$ cat config.mk
export PLATFORM = sky130hd
export DESIGN_NAME = calendar_date_subtract_top
export DESIGN_NICKNAME = d
export VERILOG_FILES = /design/src/design/cds_pkg.sv /design/src/design/calendar_date_subtract_top.sv
export SDC_FILE = /design/constraint.sdc
export NUM_CORES = 1
export LEC_CHECK = 0
export ABC_CLOCK_PERIOD_IN_PS = 10730
export BUFFER_PORTS_ARGS = -buffer_cell sky130_fd_sc_hd__buf_4
export CAP_MARGIN = 25
export CORE_MARGIN = 1.5
export CORE_UTILIZATION = 42
export DETAILED_ROUTE_END_ITERATION = 6
export GPL_TIMING_DRIVEN = 0
export SLEW_MARGIN = 20
export SYNTH_ARGS = -nofsm -noshare
export SYNTH_HDL_FRONTEND = slang
export SYNTH_SLANG_ARGS = --single-unit
$ cat constraint.sdc
create_clock -name i_clk -period 10.73 [get_ports i_clk]
set_input_delay 0.5365 -clock i_clk [delete_from_list [all_inputs] [get_ports i_clk]]
set_output_delay 0.5365 -clock i_clk [all_outputs]
set_load 0.1 [all_outputs]
$ cat src/design/cds_pkg.sv
`timescale 1ns / 1ps
// Shared constants and calendar helpers for the date subtract block.
// No dependencies.
package cds_pkg;

    localparam int unsigned MAX_COUNT_DEF = 1023;

    localparam int unsigned KIND_W  = 3;
    localparam int unsigned COUNT_W = 10;
    localparam int unsigned DAY_W   = 5;
    localparam int unsigned MONTH_W = 4;
    localparam int unsigned YEAR_W  = 14;
    // year held as century and year-of-century, each 0..99
    localparam int unsigned HALF_W  = 7;

    localparam logic [KIND_W-1:0] K_DAY   = 3'd0;
    localparam logic [KIND_W-1:0] K_WEEK  = 3'd1;
    localparam logic [KIND_W-1:0] K_MONTH = 3'd2;
    localparam logic [KIND_W-1:0] K_YEAR  = 3'd3;
    localparam logic [KIND_W-1:0] K_DEC   = 3'd4;
    localparam logic [KIND_W-1:0] K_CENT  = 3'd5;
    localparam logic [KIND_W-1:0] K_MILL  = 3'd6;

    localparam logic [YEAR_W-1:0] YEAR_MIN = 14'd1;
    localparam logic [YEAR_W-1:0] YEAR_MAX = 14'd9999;

    // floor(y / 100) == (y * 5243) >> 19 for y <= 9999
    localparam logic [12:0] RECIP_100  = 13'd5243;
    localparam int unsigned RECIP_SHIFT = 19;

    localparam logic [2:0] WEEK_LAST = 3'd6;

    function automatic logic leap_year(input logic [HALF_W-1:0] cent,
                                       input logic [HALF_W-1:0] yoc);
        logic r;
        if (yoc == '0)
            r = (cent[1:0] == 2'b00);
        else
            r = (yoc[1:0] == 2'b00);
        return r;
    endfunction

    function automatic logic [DAY_W-1:0] month_len(input logic [MONTH_W-1:0] m,
                                                   input logic leap);
        logic [DAY_W-1:0] r;
        case (m)
            4'd2:                      r = leap ? 5'd29 : 5'd28;
            4'd4, 4'd6, 4'd9, 4'd11:   r = 5'd30;
            default:                   r = 5'd31;
        endcase
        return r;
    endfunction

endpackage

$ cat src/design/calendar_date_subtract_top.sv
`timescale 1ns / 1ps
// Gregorian date subtract block: top level with sequencer and step unit.
// Depends on cds_pkg.
//
// Usage:
//   Input channel: i_valid / o_stall carry kind, count and a start date.
//   A request is taken when i_valid is high and o_stall is low. o_stall
//   stays high from the cycle after a request until its result has been
//   loaded into the output register.
//   Output channel: o_valid / i_stall carry the result date and underflow.
//   The result sits in an output register and holds while i_stall is high.
//   Sequence: setup states S_SPLIT, S_NORM and S_CLAMP split the year
//   into century and year-of-century, then clamp the day; S_RUN then
//   applies the day, month or year steps of the shared step unit, and
//   S_DONE loads the output. A week is seven day steps. Underflow
//   ends the stepping at once. Next request can be taken the cycle after
//   the result is loaded, while that result still waits on the output.
//   If the output register is still full when a result is ready, the
//   sequencer waits until the receiver takes the older one.
//   Reset (synchronous, active low) returns the sequencer to idle and
//   empties the output register.
module calendar_date_subtract_top
    import cds_pkg::*;
#(
    parameter int unsigned MAX_COUNT = MAX_COUNT_DEF
) (
    input  logic                 i_clk,
    input  logic                 i_rst_n,
    input  logic                 i_valid,
    output logic                 o_stall,
    input  logic [KIND_W-1:0]    i_kind,
    input  logic [COUNT_W-1:0]   i_count,
    input  logic [DAY_W-1:0]     i_in_day,
    input  logic [MONTH_W-1:0]   i_in_month,
    input  logic [YEAR_W-1:0]    i_in_year,
    output logic                 o_valid,
    input  logic                 i_stall,
    output logic [DAY_W-1:0]     o_out_day,
    output logic [MONTH_W-1:0]   o_out_month,
    output logic [YEAR_W-1:0]    o_out_year,
    output logic                 o_underflow
);

    localparam int unsigned CNT_MAX = (1 << COUNT_W) - 1;
    localparam int unsigned CAP     = (MAX_COUNT < CNT_MAX) ? MAX_COUNT : CNT_MAX;
    localparam logic [COUNT_W-1:0] CAP_V = CAP[COUNT_W-1:0];

    localparam logic [2:0] S_IDLE  = 3'd0;
    localparam logic [2:0] S_SPLIT = 3'd1;
    localparam logic [2:0] S_NORM  = 3'd2;
    localparam logic [2:0] S_CLAMP = 3'd3;
    localparam logic [2:0] S_RUN   = 3'd4;
    localparam logic [2:0] S_DONE  = 3'd5;

    logic [2:0]          r_state, n_state;
    logic [KIND_W-1:0]   r_kind;
    logic [COUNT_W-1:0]  r_cnt, n_cnt;
    logic [2:0]          r_sub, n_sub;
    logic [DAY_W-1:0]    r_day, n_day;
    logic [MONTH_W-1:0]  r_month, n_month;
    logic [YEAR_W-1:0]   r_year;
    logic [HALF_W-1:0]   r_cent, n_cent;
    logic [HALF_W-1:0]   r_yoc, n_yoc;
    logic                r_uf, n_uf;

    logic                r_ovalid;
    logic [DAY_W-1:0]    r_oday;
    logic [MONTH_W-1:0]  r_omonth;
    logic [YEAR_W-1:0]   r_oyear;
    logic                r_ouf;

    logic                accept;
    logic                load_out;
    logic [MONTH_W-1:0]  m_clamp;
    logic [YEAR_W-1:0]   y_clamp;
    logic [COUNT_W-1:0]  cnt_sat;
    logic [26:0]         prod;
    logic [YEAR_W-1:0]   cent_x100;
    logic [YEAR_W-1:0]   yoc_wide;
    logic [YEAR_W-1:0]   year_join;

    // step unit signals
    logic                cur_leap, new_leap;
    logic                yr_le1;
    logic [HALF_W-1:0]   dec_cent, dec_yoc;
    logic [HALF_W-1:0]   sp_cent, sp_yoc;
    logic                sp_under;
    logic [MONTH_W-1:0]  prev_m;
    logic [DAY_W-1:0]    prev_len, cur_len;
    logic                unit_end;

    assign accept   = i_valid && !o_stall;
    assign o_stall  = (r_state != S_IDLE);
    assign load_out = (r_state == S_DONE) && (!r_ovalid || !i_stall);

    assign m_clamp = (i_in_month == '0) ? 4'd1 : ((i_in_month > 4'd12) ? 4'd12 : i_in_month);
    assign y_clamp = (i_in_year == '0) ? YEAR_MIN :
                     ((i_in_year > YEAR_MAX) ? YEAR_MAX : i_in_year);
    assign cnt_sat = (i_count > CAP_V) ? CAP_V : i_count;

    assign prod      = r_year * RECIP_100;
    assign cent_x100 = {1'b0, r_cent, 6'b0} + {2'b0, r_cent, 5'b0} + {5'b0, r_cent, 2'b0};
    assign yoc_wide  = r_year - cent_x100;
    assign year_join = cent_x100 + {7'b0, r_yoc};

    assign cur_leap = leap_year(r_cent, r_yoc);
    assign yr_le1   = (r_cent == '0) && (r_yoc <= 7'd1);
    assign dec_cent = (r_yoc == '0) ? r_cent - 7'd1 : r_cent;
    assign dec_yoc  = (r_yoc == '0) ? 7'd99 : r_yoc - 7'd1;
    assign prev_m   = r_month - 4'd1;
    assign prev_len = month_len(prev_m, cur_leap);
    assign cur_len  = month_len(r_month, cur_leap);
    assign unit_end = (r_kind != K_WEEK) || (r_sub == WEEK_LAST);

    // year-span step: underflow test and new century / year-of-century
    always_comb begin
        sp_cent  = r_cent;
        sp_yoc   = r_yoc;
        sp_under = 1'b0;
        case (r_kind)
            K_YEAR: begin
                sp_under = yr_le1;
                sp_cent  = dec_cent;
                sp_yoc   = dec_yoc;
            end
            K_DEC: begin
                sp_under = (r_cent == '0) && (r_yoc <= 7'd10);
                if (r_yoc < 7'd10) begin
                    sp_cent = r_cent - 7'd1;
                    sp_yoc  = r_yoc + 7'd90;
                end else begin
                    sp_yoc  = r_yoc - 7'd10;
                end
            end
            K_CENT: begin
                sp_under = (r_cent == '0) || ((r_cent == 7'd1) && (r_yoc == '0));
                sp_cent  = r_cent - 7'd1;
            end
            K_MILL: begin
                sp_under = (r_cent < 7'd10) || ((r_cent == 7'd10) && (r_yoc == '0));
                sp_cent  = r_cent - 7'd10;
            end
            default: ;
        endcase
    end

    assign new_leap = leap_year(sp_cent, sp_yoc);

    always_comb begin
        n_state = r_state;
        n_cnt   = r_cnt;
        n_sub   = r_sub;
        n_day   = r_day;
        n_month = r_month;
        n_cent  = r_cent;
        n_yoc   = r_yoc;
        n_uf    = r_uf;
        case (r_state)
            S_IDLE: begin
                if (accept)
                    n_state = S_SPLIT;
            end
            S_SPLIT: begin
                n_cent  = prod[RECIP_SHIFT+HALF_W-1:RECIP_SHIFT];
                n_state = S_NORM;
            end
            S_NORM: begin
                n_yoc   = yoc_wide[HALF_W-1:0];
                n_state = S_CLAMP;
            end
            S_CLAMP: begin
                if (r_day == '0)
                    n_day = 5'd1;
                else if (r_day > cur_len)
                    n_day = cur_len;
                if (r_cnt == '0 || r_kind > K_MILL)
                    n_state = S_DONE;
                else
                    n_state = S_RUN;
            end
            S_RUN: begin
                case (r_kind)
                    K_DAY, K_WEEK: begin
                        if (r_day > 5'd1) begin
                            n_day = r_day - 5'd1;
                        end else if (r_month == 4'd1) begin
                            if (yr_le1) begin
                                n_uf = 1'b1;
                            end else begin
                                n_cent  = dec_cent;
                                n_yoc   = dec_yoc;
                                n_month = 4'd12;
                                n_day   = 5'd31;
                            end
                        end else begin
                            n_month = prev_m;
                            n_day   = prev_len;
                        end
                    end
                    K_MONTH: begin
                        if (r_month == 4'd1) begin
                            if (yr_le1) begin
                                n_uf = 1'b1;
                            end else begin
                                n_cent  = dec_cent;
                                n_yoc   = dec_yoc;
                                n_month = 4'd12;
                            end
                        end else begin
                            n_month = prev_m;
                            if (r_day > prev_len)
                                n_day = prev_len;
                        end
                    end
                    default: begin
                        if (sp_under) begin
                            n_uf = 1'b1;
                        end else begin
                            n_cent = sp_cent;
                            n_yoc  = sp_yoc;
                            if (r_month == 4'd2) begin
                                if (!new_leap && r_day == 5'd29)
                                    n_day = 5'd28;
                                else if (new_leap && r_day == 5'd28)
                                    n_day = 5'd29;
                            end
                        end
                    end
                endcase
                if (n_uf) begin
                    n_state = S_DONE;
                end else if (unit_end) begin
                    n_sub = '0;
                    n_cnt = r_cnt - 10'd1;
                    if (r_cnt == 10'd1)
                        n_state = S_DONE;
                end else begin
                    n_sub = r_sub + 3'd1;
                end
            end
            S_DONE: begin
                if (load_out)
                    n_state = S_IDLE;
            end
            default: n_state = S_IDLE;
        endcase
    end

    always_ff @(posedge i_clk) begin
        if (!i_rst_n) begin
            r_state  <= S_IDLE;
            r_ovalid <= 1'b0;
        end else begin
            r_state <= n_state;
            if (load_out)
                r_ovalid <= 1'b1;
            else if (!i_stall)
                r_ovalid <= 1'b0;
        end
    end

    always_ff @(posedge i_clk) begin
        if (accept) begin
            r_kind  <= i_kind;
            r_cnt   <= cnt_sat;
            r_sub   <= '0;
            r_day   <= i_in_day;
            r_month <= m_clamp;
            r_year  <= y_clamp;
            r_uf    <= 1'b0;
        end else begin
            r_cnt   <= n_cnt;
            r_sub   <= n_sub;
            r_day   <= n_day;
            r_month <= n_month;
            r_uf    <= n_uf;
        end
        r_cent <= n_cent;
        r_yoc  <= n_yoc;
        if (load_out) begin
            r_ouf <= r_uf;
            if (r_uf) begin
                r_oday   <= 5'd1;
                r_omonth <= 4'd1;
                r_oyear  <= YEAR_MIN;
            end else begin
                r_oday   <= r_day;
                r_omonth <= r_month;
                r_oyear  <= year_join;
            end
        end
    end

    assign o_valid     = r_ovalid;
    assign o_out_day   = r_oday;
    assign o_out_month = r_omonth;
    assign o_out_year  = r_oyear;
    assign o_underflow = r_ouf;

endmodule

==> run_summary.xml, run 1 <==
<?xml version="1.0" encoding="UTF-8"?>
<metrics>
  <group name="floorplan">
    <metric name="core_area" unit="sq mm">0.02196</metric>
    <metric name="core.rowCount" unit="">54</metric>
    <metric name="die_w" unit="um">153.1</metric>
    <metric name="dieHeight" unit="um">153.1</metric>
    <metric name="die_area" unit="sq mm">0.02345</metric>
    <metric name="ioPinCount" unit="">66</metric>
    <metric name="starting_density" unit="">0.4312</metric>
  </group>
  <group name="sta">
    <metric name="achievable_clock_frequency" unit="GHz">0.1769</metric>
    <metric name="finalWorstPathRequiredPeriod" unit="ns">5.654</metric>
    <metric name="setup-violations-final" unit="">0</metric>
    <metric name="worst-slew-pin-transition" unit="ns">1.047</metric>
    <metric name="worst_clock_skew" unit="ns">0.008833</metric>
    <metric name="fin_crit_sh" unit="">0.5269</metric>
    <metric name="drv_slew" unit="">0</metric>
    <metric name="setup_repair_after_global_routing_missed_its_margin" unit="">no</metric>
    <metric name="maxSlewHeadroom" unit="">0.3021</metric>
    <metric name="setup_tns" unit="ns">0</metric>
    <metric name="report.final.hold_viol_count" unit="">0</metric>
  </group>
  <group name="synthesis">
    <metric name="synth_top_family_by_area" unit="">adder cells</metric>
    <metric name="synth_enable_flop_cells" unit="">74</metric>
    <metric name="syn-cell-area" unit="sq mm">0.009468</metric>
    <metric name="synth_adder_area_share" unit="">0.3425</metric>
    <metric name="muxShareOfSynthArea" unit="">0.009911</metric>
    <metric name="synth-seq-cells" unit="">82</metric>
    <metric name="synth_compound_area_frac" unit="">0.1392</metric>
    <metric name="ys_seq_area_frac" unit="">0.2516</metric>
    <metric name="netlist_instances" unit="">999</metric>
    <metric name="synth_fp_nets" unit="">1258</metric>
    <metric name="yosys.area_share.simple" unit="">0.1401</metric>
    <metric name="synth_xor_area_frac" unit="">0.04255</metric>
    <metric name="yosys.area.top_type_share" unit="">0.2347</metric>
    <metric name="synth.distinct_cells" unit="">78</metric>
    <metric name="synth_top_cells_by_area" unit="">edfxtp_1 23%, ha_1 20%, fa_1 14%</metric>
    <metric name="synthesis.yosys.warnings" unit="">0</metric>
    <metric name="yosys_most_used_dff" unit="">edfxtp_1</metric>
    <metric name="async_flop_share" unit="">0</metric>
    <metric name="synthDominantAreaCellType" unit="">edfxtp_1</metric>
    <metric name="synthesis.area_per_instance" unit="sq um">9.477</metric>
  </group>
  <group name="layout">
    <metric name="fillerInstances" unit="">2109</metric>
    <metric name="mostFrequentLayoutCells" unit="">153 x inv_1, 152 x ha_1, 74 x edfxtp_1</metric>
    <metric name="mostFrequentLayoutCell" unit="">inv_1</metric>
    <metric name="regArea" unit="sq mm">0.002382</metric>
    <metric name="multi_input_area" unit="sq mm">0.006395</metric>
    <metric name="antenna_cells" unit="">0</metric>
    <metric name="design.final.nets" unit="">1335</metric>
    <metric name="area_delta_synth_final" unit="%">12.46</metric>
    <metric name="layout-drive-gt1-share" unit="">0.1018</metric>
  </group>
  <group name="status">
    <metric name="failing_checks" unit="">DRC</metric>
    <metric name="outcome" unit="">complete, but fails checks</metric>
  </group>
  <group name="clock_tree">
    <metric name="clock_tree_root" unit="">clkbuf_16</metric>
    <metric name="post_cts_resized" unit="">0</metric>
    <metric name="postCtsSetupBuffers" unit="">0</metric>
    <metric name="htreeDepth" unit="">3</metric>
    <metric name="cts_buffers" unit="">9</metric>
    <metric name="clkSlewWorstSetupHoldPaths" unit="ns">0.07</metric>
    <metric name="clock_tree_from_tritoncts" unit="">built</metric>
    <metric name="tritoncts_num_sinks" unit="">82</metric>
    <metric name="clock_tree.buffer_depth" unit="">2</metric>
    <metric name="worst_skew_pair.late_latency" unit="ns">0.35</metric>
    <metric name="holdBufCountCts" unit="">0</metric>
  </group>
  <group name="detailed_routing">
    <metric name="detailedRoute.firstIterationViolations" unit="">441</metric>
    <metric name="detail_route.vias_per_cell" unit="">5.298</metric>
    <metric name="first_pass_iters" unit="">7</metric>
    <metric name="drt_wl_total" unit="um">21660</metric>
    <metric name="avgRoutedWirePerCell" unit="um">15.91</metric>
    <metric name="num_vias" unit="">7211</metric>
    <metric name="residual_drc_count" unit="">3</metric>
    <metric name="ant_nets" unit="">0</metric>
  </group>
  <group name="grt">
    <metric name="pin_count_of_the_biggest_net_entering_global_routing" unit="">27</metric>
    <metric name="globalRouteOverflowTotal" unit="">0</metric>
    <metric name="grt_first_pass_wirelength" unit="um">35890</metric>
    <metric name="grt_antenna_before_repair" unit="">0</metric>
    <metric name="grt_usage" unit="">0.1924</metric>
    <metric name="vias_in_the_first_global_route" unit="">7121</metric>
  </group>
  <group name="worst_setup_path">
    <metric name="capturing_element_type_of_the_critical_path" unit="">flip-flop</metric>
    <metric name="worst-endpoint-required" unit="ns">10.95</metric>
    <metric name="ff2ff_path_depth" unit="">18</metric>
    <metric name="start_kind" unit="">flip-flop</metric>
    <metric name="worst-endpoint-arrival" unit="ns">5.87</metric>
    <metric name="worstReg2RegEnd" unit="">r_cent[6]</metric>
    <metric name="path_class" unit="">reg -&gt; reg</metric>
    <metric name="setup.reg_to_reg.worst_slack" unit="ns">5.08</metric>
    <metric name="reg2reg_from" unit="">r_year[4]</metric>
    <metric name="cp_max_fo" unit="">6</metric>
  </group>
  <group name="worst_hold_path">
    <metric name="worst_hold_path_type" unit="">in -&gt; reg</metric>
    <metric name="min_path_cells" unit="">1</metric>
    <metric name="capture_endpoint_of_the_worst_hold_path" unit="">r_kind[1]</metric>
    <metric name="worst_hold_startpoint" unit="">i_kind[1]</metric>
  </group>
  <group name="placement">
    <metric name="placement.io_buffers" unit="">65</metric>
    <metric name="place.gp.congestion" unit="">0.9309</metric>
    <metric name="post_dp_hpwl" unit="um">17750</metric>
  </group>
  <group name="job">
    <metric name="cap_violations" unit="">0</metric>
  </group>
</metrics>
## logic make-up (layout without fill, tap and decap cells)
family / after synthesis / in the layout
xor gates and xnor gates: 46 / 46
muxes: 9 / 9
DFF: 82 / 82
and+or+nand+nor: 261 / 261
AOI/OAI and AO/OA: 201 / 201
buffers and inverters: 181 / 263
adders and majority gates: 219 / 219
## critical path, cell delays in order (launching register included)
cell and delay (ns):
edfxtp_1 0.63, inv_1 0.17, fa_1 0.56, inv_1 0.05
ha_1 0.21, fa_1 0.53, inv_1 0.05, fa_1 0.48
fa_1 0.57, inv_1 0.05, ha_1 0.31, a21oi_1 0.14
o21ai_0 0.11, o2bb2ai_1 0.20, a221oi_1 0.48, o21ba_2 0.24
o21ai_0 0.16, or4_1 0.50, nand3_1 0.09
## layer usage
metal  global-route usage  up-vias  share of wire
met5                    0        -              0
met3              0.02523       27          0.042
li1                     -     3624              -
met1               0.2758     3386           0.49
met2               0.3054      174           0.45
met4              0.05229        0          0.017
## registers in the layout (all words and copies together) (netlist names), 3 cells and up
name	flops
o_out_day	5
o_out_month	4
o_out_year	14
r_cent	7
r_cnt	10
r_day	5
r_kind	3
r_month	4
r_state	3
r_sub	3
r_year	14
r_yoc	7
## synth_stat cells (all sizes together) (4+ instances only)
library cell,number
a221o,4
nor2b,18
or3,8
edfxtp,74
xnor2,31
o21bai,4
a21o,13
nand2,65
nor2,61
inv,153
nand3,21
xor2,15
or4,5
o211ai,6
ha,152
dfxtp,8
mux2i,6
clkbuf,20
nand2b,12
o21ai,49
o31ai,8
fa,67
a21boi,8
nor3b,4
a31oi,8
nand3b,5
nand4,5
a21oi,53
and3,6
and2,9
nor3,24
buf,8
nor4,5
o221ai,5
## through the flow
step           hold slack, ns  instance area, sq um  utilization  setup slack [ns]  instances
6_report               0.3536                 10650       0.4849             5.076       1361
5_1_grt                0.3477                 10650       0.4849             4.818       1361
4_1_cts                0.3457                 10650       0.4849             5.036       1361
3_5_place_dp           0.4717                 10350       0.4712             5.065       1345
3_3_place_gp           0.4629                 10310       0.4693             5.091       1344
2_1_floorplan          0.4523                  9468            -             5.642        999
## worst max-delay path by stage
stage          startpoint        end  slack (ns)  cells past startpoint
2_1_floorplan  r_year[11]  r_cent[6]        5.64                     16
3_3_place_gp    r_year[4]  r_cent[6]        5.09                     18
3_5_place_dp    r_year[2]  r_cent[6]        5.07                     18
4_1_cts         r_year[2]  r_cent[6]        5.04                     18
5_1_grt         r_year[2]  r_cent[6]        4.82                     18
6_report        r_year[4]  r_cent[6]        5.08                     18
## layout make-up
class,count,area share
well taps,280,0.03290
clock inverters,7,0.007168
plain buffers,28,0.01210
inverters,153,0.05394
flip-flops and latches,82,0.2237
multi-input cells,736,0.6006
clock buffers,9,0.02115
repair buffers,66,0.04841
Power of run 1 is not shown: default switching activity piles up to over one toggle a cycle in this logic, so the estimate is an artifact.
==> run 2, diff against run 1 <==
--- a/config.mk
+++ b/config.mk
@@ -5,7 +5,7 @@
 export SDC_FILE = /design/constraint.sdc
 export NUM_CORES = 1
 export LEC_CHECK = 0
-export ABC_CLOCK_PERIOD_IN_PS = 10730
+export ABC_CLOCK_PERIOD_IN_PS = 5050
 export BUFFER_PORTS_ARGS = -buffer_cell sky130_fd_sc_hd__buf_4
 export CAP_MARGIN = 25
 export CORE_MARGIN = 1.5
==> constraint.sdc (replaced) <==
create_clock -name i_clk -period 5.05 [get_ports i_clk]
set_input_delay 0.2525 -clock i_clk [delete_from_list [all_inputs] [get_ports i_clk]]
set_output_delay 0.2525 -clock i_clk [all_outputs]
set_load 0.1 [all_outputs]
==> run 2 against run 1 <==
  * The flow still finishes with violations (DRC)
  * Fmax rose by 14%
  * Routed wire length rose by 6.9%
  * Utilization rose by 2.7 points
  * Setup slack got worse by 5.0 ns
  * Highest routed layer unchanged
==> run_summary.xml, run 2 (same netlist as run 1, synthesis figures left out) <==
<?xml version="1.0" encoding="UTF-8"?>
<metrics>
  <group name="layout">
    <metric name="area_delta_synth_final" unit="%">18.70</metric>
    <metric name="layout-drive-gt1-share" unit="">0.1635</metric>
    <metric name="design.final.nets" unit="">1373</metric>
    <metric name="mostFrequentLayoutCell" unit="">inv_1</metric>
    <metric name="mostFrequentLayoutCells" unit="">148 x inv_1, 139 x ha_1, 98 x buf_4</metric>
    <metric name="final_core_utilization" unit="">0.5118</metric>
    <metric name="final_cell_count_no_fill" unit="">1399</metric>
    <metric name="antenna_cells" unit="">0</metric>
  </group>
  <group name="grt">
    <metric name="grt.met1_usage" unit="">0.2726</metric>
    <metric name="grt_first_pass_wirelength" unit="um">37230</metric>
    <metric name="vias_in_the_first_global_route" unit="">7338</metric>
    <metric name="pin_count_of_the_biggest_net_entering_global_routing" unit="">27</metric>
    <metric name="grt_antenna_before_repair" unit="">0</metric>
    <metric name="gr-usage-met3" unit="">0.02977</metric>
    <metric name="grt.met2_usage" unit="">0.3292</metric>
    <metric name="globalRouteOverflowTotal" unit="">0</metric>
    <metric name="grt_usage" unit="">0.2006</metric>
    <metric name="grt.busiest_layer" unit="">met2</metric>
  </group>
  <group name="floorplan">
    <metric name="dieHeight" unit="um">153.1</metric>
    <metric name="die_area" unit="sq mm">0.02345</metric>
    <metric name="starting_density" unit="">0.4312</metric>
    <metric name="die_w" unit="um">153.1</metric>
    <metric name="core_area" unit="sq mm">0.02196</metric>
    <metric name="core.rowCount" unit="">54</metric>
    <metric name="ioPinCount" unit="">66</metric>
  </group>
  <group name="worst_setup_path">
    <metric name="start_kind" unit="">flip-flop</metric>
    <metric name="ff2ff_path_depth" unit="">16</metric>
    <metric name="worstReg2RegEnd" unit="">r_cent[6]</metric>
    <metric name="path_class" unit="">reg -&gt; reg</metric>
    <metric name="timing.critical_path.slowest_cell_delay" unit="ns">0.54</metric>
    <metric name="cp_max_fo" unit="">5</metric>
    <metric name="endpoint" unit="">r_cent[6]</metric>
    <metric name="crit_path_cell_trace" unit="">buf_6, ha_4, fa_2, fa_1, fa_1, inv_1, fa_1, inv_1, ha_1, a21o_1, a21o_1, a221oi_4, o21ba_4, o21ai_4, or4_4, nand3_2</metric>
    <metric name="setup.worst_path.start" unit="">r_year[12]</metric>
    <metric name="worst-endpoint-required" unit="ns">5.27</metric>
    <metric name="reg2reg_from" unit="">r_year[12]</metric>
    <metric name="critPathSlowestCell" unit="">or4_4</metric>
    <metric name="setup.reg_to_reg.worst_slack" unit="ns">0.09</metric>
    <metric name="crit_path_frequent_cell" unit="">fa_1</metric>
    <metric name="worst-endpoint-arrival" unit="ns">5.18</metric>
    <metric name="capturing_element_type_of_the_critical_path" unit="">flip-flop</metric>
  </group>
  <group name="worst_hold_path">
    <metric name="min_path_cells" unit="">1</metric>
    <metric name="worst_hold_path_type" unit="">in -&gt; reg</metric>
  </group>
  <group name="status">
    <metric name="outcome" unit="">complete, but fails checks</metric>
    <metric name="failing_checks" unit="">DRC</metric>
  </group>
  <group name="clock_tree">
    <metric name="htreeDepth" unit="">3</metric>
    <metric name="clkSlewWorstSetupHoldPaths" unit="ns">0.06</metric>
    <metric name="cts_buffers" unit="">9</metric>
    <metric name="worst_skew_pair.late_latency" unit="ns">0.35</metric>
    <metric name="holdBufCountCts" unit="">0</metric>
    <metric name="clock_tree_root" unit="">clkbuf_16</metric>
    <metric name="clock_tree.buffer_depth" unit="">2</metric>
    <metric name="clock_tree_from_tritoncts" unit="">built</metric>
    <metric name="tritoncts_num_sinks" unit="">82</metric>
  </group>
  <group name="detailed_routing">
    <metric name="detail_route.vias_per_cell" unit="">5.386</metric>
    <metric name="residual_drc_count" unit="">2</metric>
    <metric name="detailedRoute.firstIterationViolations" unit="">470</metric>
    <metric name="avgRoutedWirePerCell" unit="um">16.55</metric>
    <metric name="drt_wl_total" unit="um">23150</metric>
    <metric name="num_vias" unit="">7535</metric>
    <metric name="ant_nets" unit="">0</metric>
    <metric name="first_pass_iters" unit="">7</metric>
  </group>
  <group name="sta">
    <metric name="setup-violations-final" unit="">0</metric>
    <metric name="fin_crit_sh" unit="">0.9825</metric>
    <metric name="maxSlewHeadroom" unit="">0.3310</metric>
    <metric name="setup_repair_after_global_routing_missed_its_margin" unit="">yes</metric>
    <metric name="report.final.hold_viol_count" unit="">0</metric>
    <metric name="achievable_clock_frequency" unit="GHz">0.2016</metric>
    <metric name="drv_slew" unit="">0</metric>
    <metric name="fin_ws" unit="ns">0.08849</metric>
    <metric name="finalWorstPathRequiredPeriod" unit="ns">4.962</metric>
    <metric name="worst_clock_skew" unit="ns">0.005248</metric>
    <metric name="worst-slew-pin-transition" unit="ns">1.003</metric>
  </group>
  <group name="placement">
    <metric name="placed_cells_incl_taps" unit="">1345</metric>
    <metric name="dp_slack" unit="ns">-0.5800</metric>
    <metric name="post_dp_hpwl" unit="um">17780</metric>
    <metric name="place.gp.congestion" unit="">0.8851</metric>
    <metric name="placement.io_buffers" unit="">65</metric>
  </group>
  <group name="job">
    <metric name="cap_violations" unit="">0</metric>
  </group>
</metrics>
## run 2: routing by layer
layer / wire length, um / up-vias
met4: 574 / 0
li1: - / 3701
met5: 0 / -
met3: 981 / 35
met2: 10820 / 181
met1: 10770 / 3618
## run 2: layout make-up
class,count,area [sq um]
Buffer,28,128.9
Timing Repair Buffer,104,823.3
Inverter,153,574.3
Clock inverter,7,76.32
Sequential cell,82,2382
Tap cell,280,350.3
Clock buffer,9,225.2
Multi-Input combinational cell,736,6678
Fill cell,2021,10720
## run 2: per-stage QoR
step	instance area, sq um	TNS, ns	hold slack [ns]
after floorplan	9469	0	0.3514
after global placement	10310	-2.620	0.4326
after detailed placement	10350	-2.535	0.4349
after CTS	10980	0	0.06586
after global routing	11240	-0.1626	0.06371
final	11240	0	0.07367
## run 2: what timing repair did
| action | in CTS | in global routing |
|---|---|---|
| resized for setup | 22 | 29 |
| setup buffers | 25 | 13 |
| pin swaps | 15 | 24 |
| setup endpoints to repair | 6 | 11 |
## run 2: worst min path at each step
stage                   start         to  slack [ns]
floorplan           i_kind[0]  r_kind[0]        0.35
global placement    i_kind[1]  r_kind[1]        0.43
detailed placement  i_kind[1]  r_kind[1]        0.43
CTS                 i_kind[2]  r_kind[2]        0.07
global route        i_kind[2]  r_kind[2]        0.06
finish              i_kind[1]  r_kind[1]        0.07
## run 2: critical path: cells and delay by family, from the launching register on
kind	cells	cell delay (ns)
fa+ha+maj	6	2.55
compound gates	5	0.90
simple gates	2	0.61
flops	1	0.49
buf+inv	3	0.27
Power of run 2 is left out for the same reason.
==> run 3, diff against run 2 <==
--- a/config.mk
+++ b/config.mk
@@ -5,6 +5,7 @@
 export SDC_FILE = /design/constraint.sdc
 export NUM_CORES = 1
 export LEC_CHECK = 0
+export ABC_AREA = 1
 export ABC_CLOCK_PERIOD_IN_PS = 5050
 export BUFFER_PORTS_ARGS = -buffer_cell sky130_fd_sc_hd__buf_4
 export CAP_MARGIN = 25
==> run 3 against run 2 <==
  * The run now ends clean
  * Setup slack better by 0.15 ns
  * Die area is 2.6% higher
  * Utilization down 2.2 points
  * Sequential cell count unchanged
  * Sequential share of layout area is 0.30 points higher
  * Synthesized cell count is 19% higher
  * Design area down 1.4%
  * Clock-buffer cell count increased by 2
  * Via count increased by 5.3%
  * Area after synthesis increased by 2.6%
  * Final cell count increased by 13%
  * Critical path type unchanged
  * Highest routed layer unchanged
==> run_summary.xml, run 3 <==
<?xml version="1.0" encoding="UTF-8"?>
<metrics>
  <group name="detailed_routing">
    <metric name="residual_drc_count" unit="">0</metric>
    <metric name="detailedRoute.firstIterationViolations" unit="">421</metric>
    <metric name="detail_route.vias_per_cell" unit="">5.038</metric>
    <metric name="avgRoutedWirePerCell" unit="um">14.63</metric>
    <metric name="drt_wl_total" unit="um">23040</metric>
    <metric name="first_pass_iters" unit="">5</metric>
    <metric name="ant_nets" unit="">0</metric>
    <metric name="num_vias" unit="">7935</metric>
  </group>
  <group name="floorplan">
    <metric name="ioPinCount" unit="">66</metric>
    <metric name="die_w" unit="um">155.1</metric>
    <metric name="core.rowCount" unit="">55</metric>
    <metric name="starting_density" unit="">0.4292</metric>
    <metric name="die_area" unit="sq mm">0.02406</metric>
    <metric name="core_area" unit="sq mm">0.02264</metric>
    <metric name="dieHeight" unit="um">155.1</metric>
  </group>
  <group name="synthesis">
    <metric name="synth_top_cells_by_area" unit="">edfxtp_1 23%, ha_1 20%, fa_1 14%</metric>
    <metric name="synth.distinct_cells" unit="">55</metric>
    <metric name="ys_seq_area_frac" unit="">0.2451</metric>
    <metric name="synthesis.yosys.warnings" unit="">0</metric>
    <metric name="async_flop_share" unit="">0</metric>
    <metric name="synth-seq-cells" unit="">82</metric>
    <metric name="list_of_most_frequent_post_synthesis_cells" unit="">231 x inv_1, 202 x nand2_1, 152 x ha_1</metric>
    <metric name="netlist_instances" unit="">1184</metric>
    <metric name="synthesis.area_per_instance" unit="sq um">8.208</metric>
    <metric name="syn-cell-area" unit="sq mm">0.009718</metric>
    <metric name="synth_enable_flop_cells" unit="">74</metric>
    <metric name="yosys.cell_count.top_type" unit="">inv_1</metric>
    <metric name="yosys_most_used_dff" unit="">edfxtp_1</metric>
    <metric name="synthDominantAreaCellType" unit="">edfxtp_1</metric>
    <metric name="yosys.area.top_type_share" unit="">0.2287</metric>
    <metric name="synth_fp_nets" unit="">1443</metric>
  </group>
  <group name="grt">
    <metric name="grt_antenna_before_repair" unit="">0</metric>
    <metric name="globalRouteOverflowTotal" unit="">0</metric>
    <metric name="grt_usage" unit="">0.1984</metric>
    <metric name="vias_in_the_first_global_route" unit="">7666</metric>
    <metric name="grt_first_pass_wirelength" unit="um">37760</metric>
    <metric name="pin_count_of_the_biggest_net_entering_global_routing" unit="">27</metric>
  </group>
  <group name="layout">
    <metric name="final_cell_count_no_fill" unit="">1575</metric>
    <metric name="antenna_cells" unit="">0</metric>
    <metric name="mostFrequentLayoutCell" unit="">inv_1</metric>
    <metric name="area_delta_synth_final" unit="%">14.02</metric>
    <metric name="design.final.nets" unit="">1544</metric>
    <metric name="layout-drive-gt1-share" unit="">0.1155</metric>
    <metric name="mostFrequentLayoutCells" unit="">231 x inv_1, 201 x nand2_1, 152 x ha_1</metric>
  </group>
  <group name="worst_setup_path">
    <metric name="setup.reg_to_reg.worst_slack" unit="ns">0.24</metric>
    <metric name="capturing_element_type_of_the_critical_path" unit="">flip-flop</metric>
    <metric name="reg2reg_from" unit="">r_year[9]</metric>
    <metric name="start_kind" unit="">flip-flop</metric>
    <metric name="worst-endpoint-required" unit="ns">5.14</metric>
    <metric name="critical_path.top_delay_family" unit="">adder cells</metric>
    <metric name="crit_path_frequent_cell" unit="">inv_1</metric>
    <metric name="timing.critical_path.slowest_cell_delay" unit="ns">0.55</metric>
    <metric name="path_class" unit="">reg -&gt; reg</metric>
    <metric name="cp_max_fo" unit="">6</metric>
    <metric name="critical_path.n_buffers_inverters" unit="">5</metric>
    <metric name="crit_path_cell_trace" unit="">fa_1, ha_1, inv_1, fa_1, inv_1, fa_1, inv_1, fa_1, inv_1, ha_1, nand2_2, inv_1, a21oi_1, nor2_1, nor2_1, nand3_2, or2_2, nand3_1, o211ai_1</metric>
    <metric name="critPathSlowestCell" unit="">edfxtp_1</metric>
    <metric name="worst-endpoint-arrival" unit="ns">4.91</metric>
    <metric name="ff2ff_path_depth" unit="">19</metric>
    <metric name="worstReg2RegEnd" unit="">r_cent[2]</metric>
  </group>
  <group name="worst_hold_path">
    <metric name="min_path_cells" unit="">1</metric>
    <metric name="worst_hold_path_type" unit="">in -&gt; reg</metric>
    <metric name="worst_hold_startpoint" unit="">i_kind[1]</metric>
    <metric name="capture_endpoint_of_the_worst_hold_path" unit="">r_kind[1]</metric>
  </group>
  <group name="sta">
    <metric name="fin_crit_sh" unit="">0.9532</metric>
    <metric name="maxSlewHeadroom" unit="">0.4287</metric>
    <metric name="report.final.hold_viol_count" unit="">0</metric>
    <metric name="setup-violations-final" unit="">0</metric>
    <metric name="drv_slew" unit="">0</metric>
    <metric name="hold-worst-slack" unit="ns">0.07790</metric>
    <metric name="finalWorstPathRequiredPeriod" unit="ns">4.814</metric>
    <metric name="worst-slew-pin-transition" unit="ns">0.8504</metric>
    <metric name="setup_repair_after_global_routing_missed_its_margin" unit="">yes</metric>
    <metric name="setup_tns" unit="ns">0</metric>
    <metric name="achievable_clock_frequency" unit="GHz">0.2077</metric>
    <metric name="worst_clock_skew" unit="ns">0.007784</metric>
  </group>
  <group name="job">
    <metric name="cap_violations" unit="">0</metric>
  </group>
  <group name="clock_tree">
    <metric name="clock_tree_from_tritoncts" unit="">built</metric>
    <metric name="worst_skew_pair.late_latency" unit="ns">0.35</metric>
    <metric name="clkSlewWorstSetupHoldPaths" unit="ns">0.07</metric>
    <metric name="cts_buffers" unit="">9</metric>
    <metric name="clock_tree_root" unit="">clkbuf_16</metric>
    <metric name="tritoncts_num_sinks" unit="">82</metric>
    <metric name="holdBufCountCts" unit="">0</metric>
    <metric name="htreeDepth" unit="">3</metric>
    <metric name="clock_tree.buffer_depth" unit="">2</metric>
  </group>
  <group name="placement">
    <metric name="placed_cells_incl_taps" unit="">1535</metric>
    <metric name="post_dp_hpwl" unit="um">18800</metric>
    <metric name="placement.io_buffers" unit="">65</metric>
    <metric name="place.gp.congestion" unit="">0.8979</metric>
  </group>
  <group name="status">
    <metric name="outcome" unit="">finished clean</metric>
  </group>
</metrics>
[run 3: changes by cell type after synthesis, moves of 8 or more]
cell and change:
nand2b_1 -12, nand3_1 +39, xnor2_1 -18, nand2_1 +138
and2_1 -8, nor3_1 -8, clkbuf_1 -13, nor2_1 +49
o21ai_0 +15, nor2b_1 -18, inv_1 +78
[run 3: what timing repair did]
| action | in CTS | in global routing |
|---|---|---|
| setup endpoints to repair | 0 | 5 |
| buffers inserted | 0 | 24 |
| resized for setup | 0 | 5 |
[run 3: cell type report]
cell class	instances	area, sq um
buffer	13	71.32
clock buffer	11	242.7
clock inverter	5	63.81
fill	2204	11560
inverter	238	894.6
multi-input combinational	851	6396
sequential	82	2382
tap	285	356.6
timing repair buffer	90	673.1
[run 3: worst register-to-register path: cells and delay by family, from the launching register on]
family	cells	cell delay [ns]
simple gates	6	0.76
compound gates	2	0.26
buf+inv	5	0.26
flops	1	0.55
fa+ha+maj	6	2.72
[run 3: worst max path at each step]
stage	startpoint	endpoint	slack (ns)	depth (start not counted)
after CTS	r_year[4]	r_cent[2]	0.15	19
after floorplan	r_year[9]	r_cent[2]	0.58	19
final	r_year[9]	r_cent[2]	0.24	19
after global placement	r_year[6]	r_cent[2]	0.14	18
after detailed placement	r_year[4]	r_cent[2]	0.14	19
after global routing	r_year[11]	r_cent[2]	-0.02	18
[run 3: layer usage]
metal  track usage  part of all wire  vias up
met5             0                 0        -
met3       0.03092             0.048       16
li1              -                 -     4065
met2        0.3286              0.47      165
met1        0.2777              0.48     3689
met4       0.03342            0.0082        0
[run 3: logic make-up after synthesis]
family          Yosys count  synth area share
flops                    82            0.2451
fa+ha+maj               219            0.3337
xor+xnor                 27           0.02433
compound gates          177            0.1060
buf+inv                 251           0.09927
simple gates            428            0.1916
[run 3: through the flow]
step / util / setup slack (ns) / instance area [sq um]
2_1_floorplan: - / 0.5849 / 9718
3_3_place_gp: 0.4665 / 0.1404 / 10560
3_5_place_dp: 0.4671 / 0.1430 / 10580
4_1_cts: 0.4807 / 0.1476 / 10880
5_1_grt: 0.4894 / -0.01634 / 11080
6_report: 0.4894 / 0.2365 / 11080
Power of run 3 is left out for the same reason.
